File: config.mk
export PLATFORM = sky130hd
export DESIGN_NAME = input_bundle_frame_checker_unit_flat
export DESIGN_NICKNAME = d
export VERILOG_FILES = /design/src/hw/rtl/ibfc_pkg.sv /design/src/hw/rtl/ibfc_in_if.sv /design/src/hw/rtl/ibfc_out_if.sv /design/src/hw/rtl/ibfc_parse.sv /design/src/hw/rtl/ibfc_emit.sv /design/src/hw/rtl/input_bundle_frame_checker_unit.sv /design/src/flat_wrapper.sv
export SDC_FILE = /design/constraint.sdc
export NUM_CORES = 2
export LEC_CHECK = 0
export BUFFER_PORTS_ARGS = -buffer_cell sky130_fd_sc_hd__buf_2
export CAP_MARGIN = 10
export CORE_MARGIN = 4
export CORE_UTILIZATION = 40
export DETAILED_ROUTE_END_ITERATION = 10
export MAX_ROUTING_LAYER = met4
export PLACE_DENSITY = 0.59
export SLEW_MARGIN = 20
export SYNTH_ARGS = -nofsm -noshare
export SYNTH_HDL_FRONTEND = slang
export SYNTH_SLANG_ARGS = --single-unit
File: constraint.sdc
create_clock -name clk -period 40.1 [get_ports clk]
set_input_delay 4.01 -clock clk [delete_from_list [all_inputs] [get_ports clk]]
set_output_delay 4.01 -clock clk [all_outputs]
set_load 0.02 [all_outputs]
File: src/hw/rtl/ibfc_pkg.sv
// ----------------------------------------------------------------------------
// ibfc_pkg
// Shared types and constants of the input bundle frame checker.
// ----------------------------------------------------------------------------
`default_nettype none
package ibfc_pkg;

  localparam int MAX_SAMPLES_DEF = 3;
  localparam int HEADER_BYTES    = 24;
  localparam int SAMPLE_BYTES    = 28;
  localparam int CFG_IDX_W       = 3;
  localparam int CFG_DATA_W      = 32;

  typedef enum logic [2:0] {
    ST_OK     = 3'd0,
    ST_SIZE   = 3'd1,
    ST_SCHEMA = 3'd2,
    ST_COUNT  = 3'd3,
    ST_INPUT  = 3'd4,
    ST_ORDER  = 3'd5
  } status_t;

  typedef enum logic [CFG_IDX_W-1:0] {
    REG_SCHEMA    = 3'd0,
    REG_KNOWN     = 3'd1,
    REG_GEAR_UP   = 3'd2,
    REG_GEAR_DOWN = 3'd3,
    REG_STANDING  = 3'd4,
    REG_DUCKING   = 3'd5
  } reg_idx_t;

  typedef struct packed {
    logic [31:0] schema_version;
    logic [15:0] known_flag_mask;
    logic [15:0] gear_up_mask;
    logic [15:0] gear_down_mask;
    logic [15:0] standing_mask;
    logic [15:0] ducking_mask;
  } cfg_t;

  typedef struct packed {
    logic [63:0] tick;
    logic [63:0] seq;
    logic [63:0] controls;
    logic [15:0] flags;
  } sample_t;

  // Frame completion handed from the parser to the result stage.
  typedef struct packed {
    logic    done;
    status_t status;
  } done_t;

endpackage
`default_nettype wire

File: src/hw/rtl/ibfc_in_if.sv
// ----------------------------------------------------------------------------
// ibfc_in_if
// Byte stream channel into the frame checker.
// ----------------------------------------------------------------------------
`default_nettype none
interface ibfc_in_if;
  logic       valid;
  logic       ready;
  logic [7:0] data_byte;
  logic       frame_end;

  modport source (output valid, output data_byte, output frame_end, input ready);
  modport sink (input valid, input data_byte, input frame_end, output ready);
endinterface
`default_nettype wire

File: src/hw/rtl/ibfc_out_if.sv
// ----------------------------------------------------------------------------
// ibfc_out_if
// Result channel out of the frame checker.
// ----------------------------------------------------------------------------
`default_nettype none
interface ibfc_out_if;
  logic               valid;
  logic               ready;
  logic [2:0]         status;
  logic [1:0]         sample_index;
  logic [63:0]        requested_tick;
  logic [63:0]        input_sequence;
  logic [14:0]        throttle;
  logic [14:0]        brake;
  logic signed [15:0] steer;
  logic signed [15:0] lean;
  logic [15:0]        sample_flags;
  logic [63:0]        connection_serial;
  logic [31:0]        connection_generation;
  logic               last;

  modport source (output valid, output status, output sample_index,
                  output requested_tick, output input_sequence, output throttle,
                  output brake, output steer, output lean, output sample_flags,
                  output connection_serial, output connection_generation,
                  output last, input ready);
  modport sink (input valid, input status, input sample_index,
                input requested_tick, input input_sequence, input throttle,
                input brake, input steer, input lean, input sample_flags,
                input connection_serial, input connection_generation,
                input last, output ready);
endinterface
`default_nettype wire

File: src/hw/rtl/ibfc_parse.sv
// ----------------------------------------------------------------------------
// ibfc_parse
// Absorbs one frame byte per cycle while accept is high, checks header and
// samples, and shows the snapshot in the cycle the end-of-frame byte is taken.
// ----------------------------------------------------------------------------
`default_nettype none
module ibfc_parse #(
  parameter int MAX_SAMPLES = ibfc_pkg::MAX_SAMPLES_DEF,
  parameter int CNT_W       = $clog2(MAX_SAMPLES + 1)
) (
  input  wire                   clk,
  input  wire                   rst,
  input  ibfc_pkg::cfg_t        cfg,
  input  wire                   accept,
  input  wire  [7:0]            data_byte,
  input  wire                   frame_end,
  output ibfc_pkg::done_t       done,
  output logic [CNT_W-1:0]      snap_count,
  output logic [63:0]           snap_serial,
  output logic [31:0]           snap_generation,
  output ibfc_pkg::sample_t     snap [MAX_SAMPLES]
);
  import ibfc_pkg::*;

  localparam int FRAME_BYTES = HEADER_BYTES + SAMPLE_BYTES * MAX_SAMPLES;
  localparam int SLOT_W      = (MAX_SAMPLES > 1) ? $clog2(MAX_SAMPLES) : 1;

  logic [7:0]        pos, pos_next;
  logic [31:0]       shift, shift_next;
  status_t           err, err_next;
  logic [31:0]       hcount, hcount_next;
  logic [63:0]       hserial, hserial_next;
  logic [31:0]       hgen, hgen_next;
  logic [SLOT_W-1:0] slot, slot_next;
  logic [4:0]        off, off_next;
  sample_t           cur, cur_next;
  logic [15:0]       cur_res, cur_res_next;
  logic [63:0]       prev_tick, prev_tick_next;
  logic [63:0]       prev_seq, prev_seq_next;
  logic              store_we;
  sample_t           store [MAX_SAMPLES];

  logic [15:0] thr, brk, str, lea, fl;
  logic        smp_ok;

  always_comb begin
    thr = cur_next.controls[15:0];
    brk = cur_next.controls[31:16];
    str = cur_next.controls[47:32];
    lea = cur_next.controls[63:48];
    fl  = cur_next.flags;
    smp_ok = (cur_next.tick != '0) && (cur_next.seq != '0)
          && (thr <= 16'd32767) && (brk <= 16'd32767)
          && (str != 16'h8000) && (lea != 16'h8000)
          && ((fl & ~cfg.known_flag_mask) == '0)
          && (cur_res_next == '0)
          && !(((fl & cfg.gear_up_mask) != '0) && ((fl & cfg.gear_down_mask) != '0))
          && !(((fl & cfg.standing_mask) != '0) && ((fl & cfg.ducking_mask) != '0));
  end

  always_comb begin
    pos_next       = pos;
    shift_next     = shift;
    err_next       = err;
    hcount_next    = hcount;
    hserial_next   = hserial;
    hgen_next      = hgen;
    slot_next      = slot;
    off_next       = off;
    cur_next       = cur;
    cur_res_next   = cur_res;
    prev_tick_next = prev_tick;
    prev_seq_next  = prev_seq;
    store_we       = 1'b0;
    if (accept && (pos < 8'(FRAME_BYTES))) begin
      if (pos < 8'(HEADER_BYTES)) begin
        if (pos < 8'd4) begin
          if (pos == 8'd0) shift_next = '0;
          shift_next[8*pos[1:0] +: 8] = data_byte;
          if (pos == 8'd3 && shift_next != cfg.schema_version && err == ST_OK)
            err_next = ST_SCHEMA;
        end else if (pos < 8'd8) begin
          hcount_next[8*pos[1:0] +: 8] = data_byte;
          if (pos == 8'd7 && err == ST_OK &&
              (hcount_next == '0 || hcount_next > 32'(MAX_SAMPLES)))
            err_next = ST_COUNT;
        end else if (pos < 8'd16) begin
          hserial_next[8*pos[2:0] +: 8] = data_byte;
        end else if (pos < 8'd20) begin
          hgen_next[8*pos[1:0] +: 8] = data_byte;
        end else begin
          if (pos == 8'd20) shift_next = '0;
          shift_next[8*pos[1:0] +: 8] = data_byte;
          if (pos == 8'd23 && err == ST_OK &&
              (hserial == '0 || hgen == '0 || shift_next != '0))
            err_next = ST_INPUT;
        end
      end else begin
        // Sample body: start each slot from zero
        if (off == 5'd0) begin
          cur_next     = '0;
          cur_res_next = '0;
        end
        if (off < 5'd8)       cur_next.tick[8*off[2:0] +: 8]     = data_byte;
        else if (off < 5'd16) cur_next.seq[8*off[2:0] +: 8]      = data_byte;
        else if (off < 5'd24) cur_next.controls[8*off[2:0] +: 8] = data_byte;
        else if (off < 5'd26) cur_next.flags[8*off[0] +: 8]      = data_byte;
        else                  cur_res_next[8*off[0] +: 8]        = data_byte;
        if (off == 5'(SAMPLE_BYTES - 1)) begin
          off_next       = '0;
          slot_next      = slot + SLOT_W'(1);
          store_we       = 1'b1;
          prev_tick_next = cur_next.tick;
          prev_seq_next  = cur_next.seq;
          if (err == ST_OK) begin
            if (32'(slot) < hcount) begin
              if (!smp_ok)
                err_next = ST_INPUT;
              else if (slot != '0 && (prev_tick >= cur_next.tick ||
                                      prev_seq >= cur_next.seq))
                err_next = ST_ORDER;
            end else if ((cur_next.tick | cur_next.seq | cur_next.controls
                          | 64'(cur_next.flags) | 64'(cur_res_next)) != '0) begin
              err_next = ST_INPUT;
            end
          end
        end else begin
          off_next = off + 5'd1;
        end
      end
    end
    if (accept && (pos <= 8'(FRAME_BYTES))) pos_next = pos + 8'd1;
  end

  // Snapshot of the frame as it stands after this byte
  always_comb begin
    done.done   = accept && frame_end;
    done.status = (pos_next != 8'(FRAME_BYTES)) ? ST_SIZE : err_next;
    snap_count      = hcount_next[CNT_W-1:0];
    snap_serial     = hserial_next;
    snap_generation = hgen_next;
    for (int j = 0; j < MAX_SAMPLES; j++) begin
      snap[j] = (store_we && slot == SLOT_W'(j)) ? cur_next : store[j];
    end
  end

  always_ff @(posedge clk) begin
    if (rst) begin
      pos     <= '0;
      shift   <= '0;
      err     <= ST_OK;
      hcount  <= '0;
      hserial <= '0;
      hgen    <= '0;
      slot    <= '0;
      off     <= '0;
    end else if (accept && frame_end) begin
      pos     <= '0;
      shift   <= '0;
      err     <= ST_OK;
      hcount  <= '0;
      hserial <= '0;
      hgen    <= '0;
      slot    <= '0;
      off     <= '0;
    end else begin
      pos     <= pos_next;
      shift   <= shift_next;
      err     <= err_next;
      hcount  <= hcount_next;
      hserial <= hserial_next;
      hgen    <= hgen_next;
      slot    <= slot_next;
      off     <= off_next;
    end
  end

  always_ff @(posedge clk) begin
    cur       <= cur_next;
    cur_res   <= cur_res_next;
    prev_tick <= prev_tick_next;
    prev_seq  <= prev_seq_next;
    if (store_we) store[slot] <= cur_next;
  end

endmodule
`default_nettype wire

File: src/hw/rtl/ibfc_emit.sv
// ----------------------------------------------------------------------------
// ibfc_emit
// Holds the snapshot of a finished frame and hands out its result words.
// ----------------------------------------------------------------------------
`default_nettype none
module ibfc_emit #(
  parameter int MAX_SAMPLES = ibfc_pkg::MAX_SAMPLES_DEF,
  parameter int CNT_W       = $clog2(MAX_SAMPLES + 1)
) (
  input  wire                   clk,
  input  wire                   rst,
  input  ibfc_pkg::done_t       done,
  input  wire  [CNT_W-1:0]      snap_count,
  input  wire  [63:0]           snap_serial,
  input  wire  [31:0]           snap_generation,
  input  ibfc_pkg::sample_t     snap [MAX_SAMPLES],
  output logic                  busy,
  ibfc_out_if.source            result
);
  import ibfc_pkg::*;

  localparam int SLOT_W = (MAX_SAMPLES > 1) ? $clog2(MAX_SAMPLES) : 1;

  logic              full;
  logic [SLOT_W-1:0] idx;
  status_t           status_r;
  logic [CNT_W-1:0]  count_r;
  logic [63:0]       serial_r;
  logic [31:0]       gen_r;
  sample_t           held [MAX_SAMPLES];
  sample_t           sel;
  logic              is_last;
  logic              is_err;

  always_comb begin
    sel     = held[idx];
    is_err  = (status_r != ST_OK);
    is_last = is_err || ((CNT_W'(idx) + CNT_W'(1)) == count_r);
    busy    = full;

    result.valid                 = full;
    result.status                = status_r;
    result.last                  = is_last;
    result.sample_index          = is_err ? 2'd0 : 2'(idx);
    result.requested_tick        = is_err ? '0 : sel.tick;
    result.input_sequence        = is_err ? '0 : sel.seq;
    result.throttle              = is_err ? '0 : sel.controls[14:0];
    result.brake                 = is_err ? '0 : sel.controls[30:16];
    result.steer                 = is_err ? '0 : sel.controls[47:32];
    result.lean                  = is_err ? '0 : sel.controls[63:48];
    result.sample_flags          = is_err ? '0 : sel.flags;
    result.connection_serial     = is_err ? '0 : serial_r;
    result.connection_generation = is_err ? '0 : gen_r;
  end

  always_ff @(posedge clk) begin
    if (rst) begin
      full <= 1'b0;
      idx  <= '0;
    end else if (done.done) begin
      full <= 1'b1;
      idx  <= '0;
    end else if (full && result.ready) begin
      if (is_last) full <= 1'b0;
      else idx <= idx + SLOT_W'(1);
    end
  end

  always_ff @(posedge clk) begin
    if (done.done) begin
      status_r <= done.status;
      count_r  <= snap_count;
      serial_r <= snap_serial;
      gen_r    <= snap_generation;
      for (int j = 0; j < MAX_SAMPLES; j++) held[j] <= snap[j];
    end
  end

endmodule
`default_nettype wire

File: src/hw/rtl/input_bundle_frame_checker_unit.sv
// ----------------------------------------------------------------------------
// input_bundle_frame_checker_unit
// Checks a byte-serial input bundle frame and emits its samples or an error.
// ----------------------------------------------------------------------------
// One frame byte is taken every cycle; each byte is absorbed and checked in
// a single pass of fixed logic. On the end-of-frame byte the frame is copied
// into a result buffer, which then hands out one result word per active
// sample (or one error word) per cycle while result.ready is high, and the
// next frame's bytes keep flowing in. Only an end-of-frame byte waits, and
// only while the buffer still holds words of the previous frame.
`default_nettype none
module input_bundle_frame_checker_unit #(
  parameter int MAX_SAMPLES = ibfc_pkg::MAX_SAMPLES_DEF
) (
  input  wire                                clk,
  input  wire                                rst,
  ibfc_in_if.sink                            frame,
  ibfc_out_if.source                         result,
  input  wire                                cfg_we,
  input  wire  [ibfc_pkg::CFG_IDX_W-1:0]     cfg_index,
  input  wire  [ibfc_pkg::CFG_DATA_W-1:0]    cfg_data
);
  import ibfc_pkg::*;

  localparam int CNT_W = $clog2(MAX_SAMPLES + 1);

  cfg_t             cfg;
  done_t            done;
  logic [CNT_W-1:0] snap_count;
  logic [63:0]      snap_serial;
  logic [31:0]      snap_generation;
  sample_t          snap [MAX_SAMPLES];
  logic             busy;
  logic             accept;

  assign frame.ready = !busy || !frame.frame_end;
  assign accept      = frame.valid && frame.ready;

  always_ff @(posedge clk) begin
    if (rst) begin
      cfg.schema_version  <= 32'd1;
      cfg.known_flag_mask <= 16'd15;
      cfg.gear_up_mask    <= 16'd1;
      cfg.gear_down_mask  <= 16'd2;
      cfg.standing_mask   <= 16'd4;
      cfg.ducking_mask    <= 16'd8;
    end else if (cfg_we) begin
      unique case (cfg_index)
        REG_SCHEMA:    cfg.schema_version  <= cfg_data;
        REG_KNOWN:     cfg.known_flag_mask <= cfg_data[15:0];
        REG_GEAR_UP:   cfg.gear_up_mask    <= cfg_data[15:0];
        REG_GEAR_DOWN: cfg.gear_down_mask  <= cfg_data[15:0];
        REG_STANDING:  cfg.standing_mask   <= cfg_data[15:0];
        REG_DUCKING:   cfg.ducking_mask    <= cfg_data[15:0];
        default: ;
      endcase
    end
  end

  ibfc_parse #(.MAX_SAMPLES(MAX_SAMPLES), .CNT_W(CNT_W)) u_parse (
    .clk             (clk),
    .rst             (rst),
    .cfg             (cfg),
    .accept          (accept),
    .data_byte       (frame.data_byte),
    .frame_end       (frame.frame_end),
    .done            (done),
    .snap_count      (snap_count),
    .snap_serial     (snap_serial),
    .snap_generation (snap_generation),
    .snap            (snap)
  );

  ibfc_emit #(.MAX_SAMPLES(MAX_SAMPLES), .CNT_W(CNT_W)) u_emit (
    .clk             (clk),
    .rst             (rst),
    .done            (done),
    .snap_count      (snap_count),
    .snap_serial     (snap_serial),
    .snap_generation (snap_generation),
    .snap            (snap),
    .busy            (busy),
    .result          (result)
  );

endmodule
`default_nettype wire

File: src/flat_wrapper.sv
// flat-port wrapper written by rule: the top's interface ports become plain ports
module input_bundle_frame_checker_unit_flat import ibfc_pkg::*;
#(
  parameter int MAX_SAMPLES = ibfc_pkg::MAX_SAMPLES_DEF
)
  (clk, rst, cfg_we, cfg_index, cfg_data, frame_valid, frame_data_byte, frame_frame_end, frame_ready, result_valid, result_status, result_sample_index, result_requested_tick, result_input_sequence, result_throttle, result_brake, result_steer, result_lean, result_sample_flags, result_connection_serial, result_connection_generation, result_last, result_ready);
  ibfc_in_if frame_i ();
  ibfc_out_if result_i ();
  input  wire clk;
  input  wire rst;
  input  wire cfg_we;
  input  wire  [ibfc_pkg::CFG_IDX_W-1:0] cfg_index;
  input  wire  [ibfc_pkg::CFG_DATA_W-1:0] cfg_data;
  input wire logic [$bits(frame_i.valid)-1:0] frame_valid;
  input wire logic [$bits(frame_i.data_byte)-1:0] frame_data_byte;
  input wire logic [$bits(frame_i.frame_end)-1:0] frame_frame_end;
  output wire logic [$bits(frame_i.ready)-1:0] frame_ready;
  output wire logic [$bits(result_i.valid)-1:0] result_valid;
  output wire logic [$bits(result_i.status)-1:0] result_status;
  output wire logic [$bits(result_i.sample_index)-1:0] result_sample_index;
  output wire logic [$bits(result_i.requested_tick)-1:0] result_requested_tick;
  output wire logic [$bits(result_i.input_sequence)-1:0] result_input_sequence;
  output wire logic [$bits(result_i.throttle)-1:0] result_throttle;
  output wire logic [$bits(result_i.brake)-1:0] result_brake;
  output wire logic [$bits(result_i.steer)-1:0] result_steer;
  output wire logic [$bits(result_i.lean)-1:0] result_lean;
  output wire logic [$bits(result_i.sample_flags)-1:0] result_sample_flags;
  output wire logic [$bits(result_i.connection_serial)-1:0] result_connection_serial;
  output wire logic [$bits(result_i.connection_generation)-1:0] result_connection_generation;
  output wire logic [$bits(result_i.last)-1:0] result_last;
  input wire logic [$bits(result_i.ready)-1:0] result_ready;
  assign frame_i.valid = frame_valid;
  assign frame_i.data_byte = frame_data_byte;
  assign frame_i.frame_end = frame_frame_end;
  assign frame_ready = frame_i.ready;
  assign result_valid = result_i.valid;
  assign result_status = result_i.status;
  assign result_sample_index = result_i.sample_index;
  assign result_requested_tick = result_i.requested_tick;
  assign result_input_sequence = result_i.input_sequence;
  assign result_throttle = result_i.throttle;
  assign result_brake = result_i.brake;
  assign result_steer = result_i.steer;
  assign result_lean = result_i.lean;
  assign result_sample_flags = result_i.sample_flags;
  assign result_connection_serial = result_i.connection_serial;
  assign result_connection_generation = result_i.connection_generation;
  assign result_last = result_i.last;
  assign result_i.ready = result_ready;
  input_bundle_frame_checker_unit #(.MAX_SAMPLES(MAX_SAMPLES)) u_core (.clk(clk), .rst(rst), .frame(frame_i), .result(result_i), .cfg_we(cfg_we), .cfg_index(cfg_index), .cfg_data(cfg_data));
endmodule
==> metrics.md <==
| Metric | Value |
|---|---|
| Status | `completed` |
| Sequential area share after synthesis | `a little under two thirds` |
| Period utilisation layout | `about 22%` |
| Final worst setup slack | `about 31000 ps` |
| Port Buffers | `around 360` |
| Post-Syn Nets | `between 8000 and 9000` |
| Post-Synth Adder-Cell Area | `around 2.1%` |
| H-tree levels | `4` |
| Routed Antenna Nets | `0` |
| Final Setup Violations | `0` |
| Nets | `roughly 8300` |
| Crit path capture type | `flip-flop` |
| Area contributors post-synth | `edfxtp_1 (52%), dfxtp_1 (12%), nand2_1 (6.5%), o21ai_0 (3.4%), nor2_1 (3.3%)` |
| Setup CP Type | `primary input to flip-flop` |
| Post-synth top area cell | `edfxtp_1` |
| Pre-CTS setup slack | `between 30000 and 40000 ps` |
| Gr ovfl total | `0` |
| RR Startpoint | `u_core.u_parse.off[1]$_SDFFE_PP0P_` |
| Post-synth cell types | `96` |
| Largest family of logic cells by synthesized area | `simple AND/OR/NAND/NOR gates` |
| Largest net degree at the start of global routing | `slightly above 200` |
| Arrival time worst endpoint | `between 9000 and 10000 ps` |
| Commonest cells after routing, fill and taps aside | `edfxtp_1 (1465), nand2_1 (1464), nor2_1 (744)` |
| Mapped Area | `85400 um2` |
| Top_reg_cell synth | `edfxtp_1` |
| Req. time, crit path | `just over 40000 ps` |
| Async SR Flop Fraction | `0%` |
| Clock Path Buffers | `3` |
| CTS resizes | `0` |
| Final count of pins violating max slew | `0` |
| First-pass detailed-route iteration total | `7` |
| Die W | `roughly 470 um` |
| Slew headroom | `between 10% and 20%` |
| TritonCTS clock tree | `done` |
| Actual slew at the worst max-slew pin | `approximately 1200 ps` |
| Most common cell after layout, fill and taps aside | `edfxtp_1` |
| I/O Pins | `359` |
| Worst skew pair latency | `between 800 and 900 ps` |
| Final hold slack | `between 400 and 500 ps` |
| R2r worst-path depth | `16` |
| Routed WL | `277 mm` |
| Maxcap violations | `0` |
| Peak VDD IR | `43.5 uV` |
| Xor-xnor portion of the synthesized cell area | `less than 1%` |
| Simple-Gate Fraction of Synth Area | `approximately 15%` |
| Fill cell count | `between 15000 and 20000` |
| Yosys warnings | `0` |
| Final min period | `approximately 9000 ps` |
| Post-synth EDFFs | `between 1000 and 1500` |
| Starting Density | `between 40% and 50%` |
| Top-area cell type share of the netlist area | `roughly 52%` |
| CP Max Fanout | `18` |
| Root Buffer | `clkbuf_16` |
| # hold bufs at CTS | `0` |
| Drt wl/cell | `25.0 um` |
| Dpl hpwl | `~180 mm` |
| Mux share of post-synthesis cell area | `3.26%` |
| Final Hold Fails | `0` |
| Post-Syn Area per Cell | `~11 um2` |
| Inst Count DP | `roughly 11000` |
| Syn-to-layout area delta | `13.6%` |
| First-pass GRT wire length | `between 400 and 500 mm` |
| First DRT Iteration DRCs | `around 6700` |
| Register area | `54400 um2` |
| Area of the multi-input gates | `28100 um2` |
| # rows | `roughly 170` |
| Worst Hold Class | `flip-flop to flip-flop` |
| Vias post-DR | `~62000` |
| Compound-Gate Fraction of Synth Area | `11.7%` |
| Initial antenna violation count | `16` |
| Highest clock rate | `about 0.11 GHz` |
| Drt drc | `0` |
| Crit path from | `frame_data_byte[4]` |
| Number of global-route vias before repair | `between 50000 and 60000` |
| Finished Layout Cells | `11092` |
| Pwr dens | `44.5 nW/um2` |
| Post-Synthesis Cells | `roughly 7900` |
| Worst reg2reg path endpoint | `u_core.u_emit.result.status[0]$_SDFFCE_PP1P_` |
| Clock skew | `slightly below 70 ps` |
| Via density | `between 5 and 6` |
| Sink Count | `1984` |
| Startpoint Class | `primary input` |
| Gr usage total | `25.0%` |
| Core area | `between 200000 and 250000 um2` |
| Ratio of cells with drive above 1 in the final layout | `between 10 and 15%` |
| R2r setup slk | `roughly 33000 ps` |
| Worst-path clk slew | `approximately 60 ps` |
| Seq cells post-synth | `1984` |
| Post-CTS Setup Bufs | `0` |
| Die area | `221000 um2` |
| Placer's final routability congestion estimate | `between 0.9 and 1` |
| Fin Setup TNS | `0 ps` |
| Total CTS buffers | `206` |
| CP endpoint | `u_core.u_emit.result.status[0]$_SDFFCE_PP1P_` |
| RSZ-0062 raised after global routing | `false` |
| Leakage Power | `36.5 nW` |
| Height of the die | `between 400 and 500 um` |
critical path, cell delays in order:
cell and delay, ps:
buf_2 80, buf_4 440, nor2b_1 900, nand2b_1 800, nor2_1 260, a31oi_1 100
ha_1 330, nand2_1 40, or4_1 510, nor4_1 750, o2111ai_1 390, and4_1 380
nor2_1 110, nand4_1 280, nand3b_1 200
worst min path at each step:
stage	from	to	slack [ps]	cells after the start
final	u_core.cfg[38]$_SDFFE_PP0P_	u_core.cfg[38]$_SDFFE_PP0P_	450	2
after detailed placement	u_core.u_parse.cur_res[4]$_DFF_P_	u_core.u_parse.cur_res[4]$_DFF_P_	450	2
after CTS	u_core.cfg[38]$_SDFFE_PP0P_	u_core.cfg[38]$_SDFFE_PP0P_	450	2
after global placement	u_core.u_parse.cur_res[15]$_DFF_P_	u_core.u_parse.cur_res[15]$_DFF_P_	430	2
after global routing	u_core.cfg[76]$_SDFFE_PP0P_	u_core.cfg[76]$_SDFFE_PP0P_	480	2
after floorplan	u_core.u_parse.cur_res[15]$_DFF_P_	u_core.u_parse.cur_res[15]$_DFF_P_	420	2
where the power goes:
group	internal [W]	switching, W	leakage, nW
clock	0.00110	0.000838	3.33
combinational	0.0000325	0.000113	16.6
sequential	0.00222	0.0000171	16.6
total	0.00335	0.000968	36.5
synth_stat cells, types with 19 or more instances:
library cell	count
and2_1	144
o21a_1	21
nand3_1	70
o31ai_1	19
nand4_1	70
buf_1	54
edfxtp_1	1465
a21oi_1	509
dfxtp_1	519
o211ai_1	51
clkbuf_1	379
nor2_1	748
nand2_1	1468
mux2i_1	233
buf_2	39
ha_1	143
a22oi_1	157
a31oi_1	90
and3_1	31
nor4_1	91
nor3_1	64
a22o_1	59
nor2b_1	111
o21ai_0	578
mux2_2	39
inv_1	317
xor2_1	35
stage by stage:
step / total power [W] / utilization [%] / area (um2)
CTS: 0.00435 / 45.7 / 96900
finish: 0.00432 / 45.7 / 97000
detailed placement: 0.00242 / 42.4 / 90100
floorplan: 0.00239 / - / 85400
global route: 0.00445 / 45.7 / 97000
global placement: 0.00242 / 42.4 / 90100
cell type report:
class,count,share of cell area (%)
Clock buffer,288,5.94
Antenna cell,8,0.0206
Multi-Input combinational cell,5069,28.9
Tap cell,2821,3.64
Inverter,323,1.27
Timing Repair Buffer,494,2.95
Clock inverter,105,1.17
Sequential cell,1984,56.1
per-layer routing:
layer | wire length, um | up-vias | global-route usage [%]
li1 | - | 28463 | -
met1 | 119000 | 30425 | 33.2
met4 | 13500 | 0 | 11.0
met2 | 123000 | 2707 | 37.2
met5 | 0 | - | -
met3 | 22300 | 618 | 5.01
cell families after synthesis:
logic type | Yosys count
muxes | 273
buffers and inverters | 803
AOI/OAI and AO/OA | 1675
adders and majority gates | 143
DFF | 1984
xor gates and xnor gates | 43
and+or+nand+nor | 2935
registers in the layout, indices dropped and copies added (netlist names), 16 cells and up, named ones only:
signal / count
u_core.u_parse.cur: 208
u_core.u_parse.hserial: 64
u_core.u_emit.held: 618
u_core.u_parse.cur_res: 16
u_core.u_emit.serial_r: 64
u_core.u_parse.shift: 32
u_core.u_parse.hcount: 32
u_core.u_emit.gen_r: 32
u_core.u_parse.prev_tick: 64
u_core.cfg: 112
u_core.u_parse.prev_seq: 64
u_core.u_parse.store: 618
u_core.u_parse.hgen: 32
(Power assumes the default switching activity.)
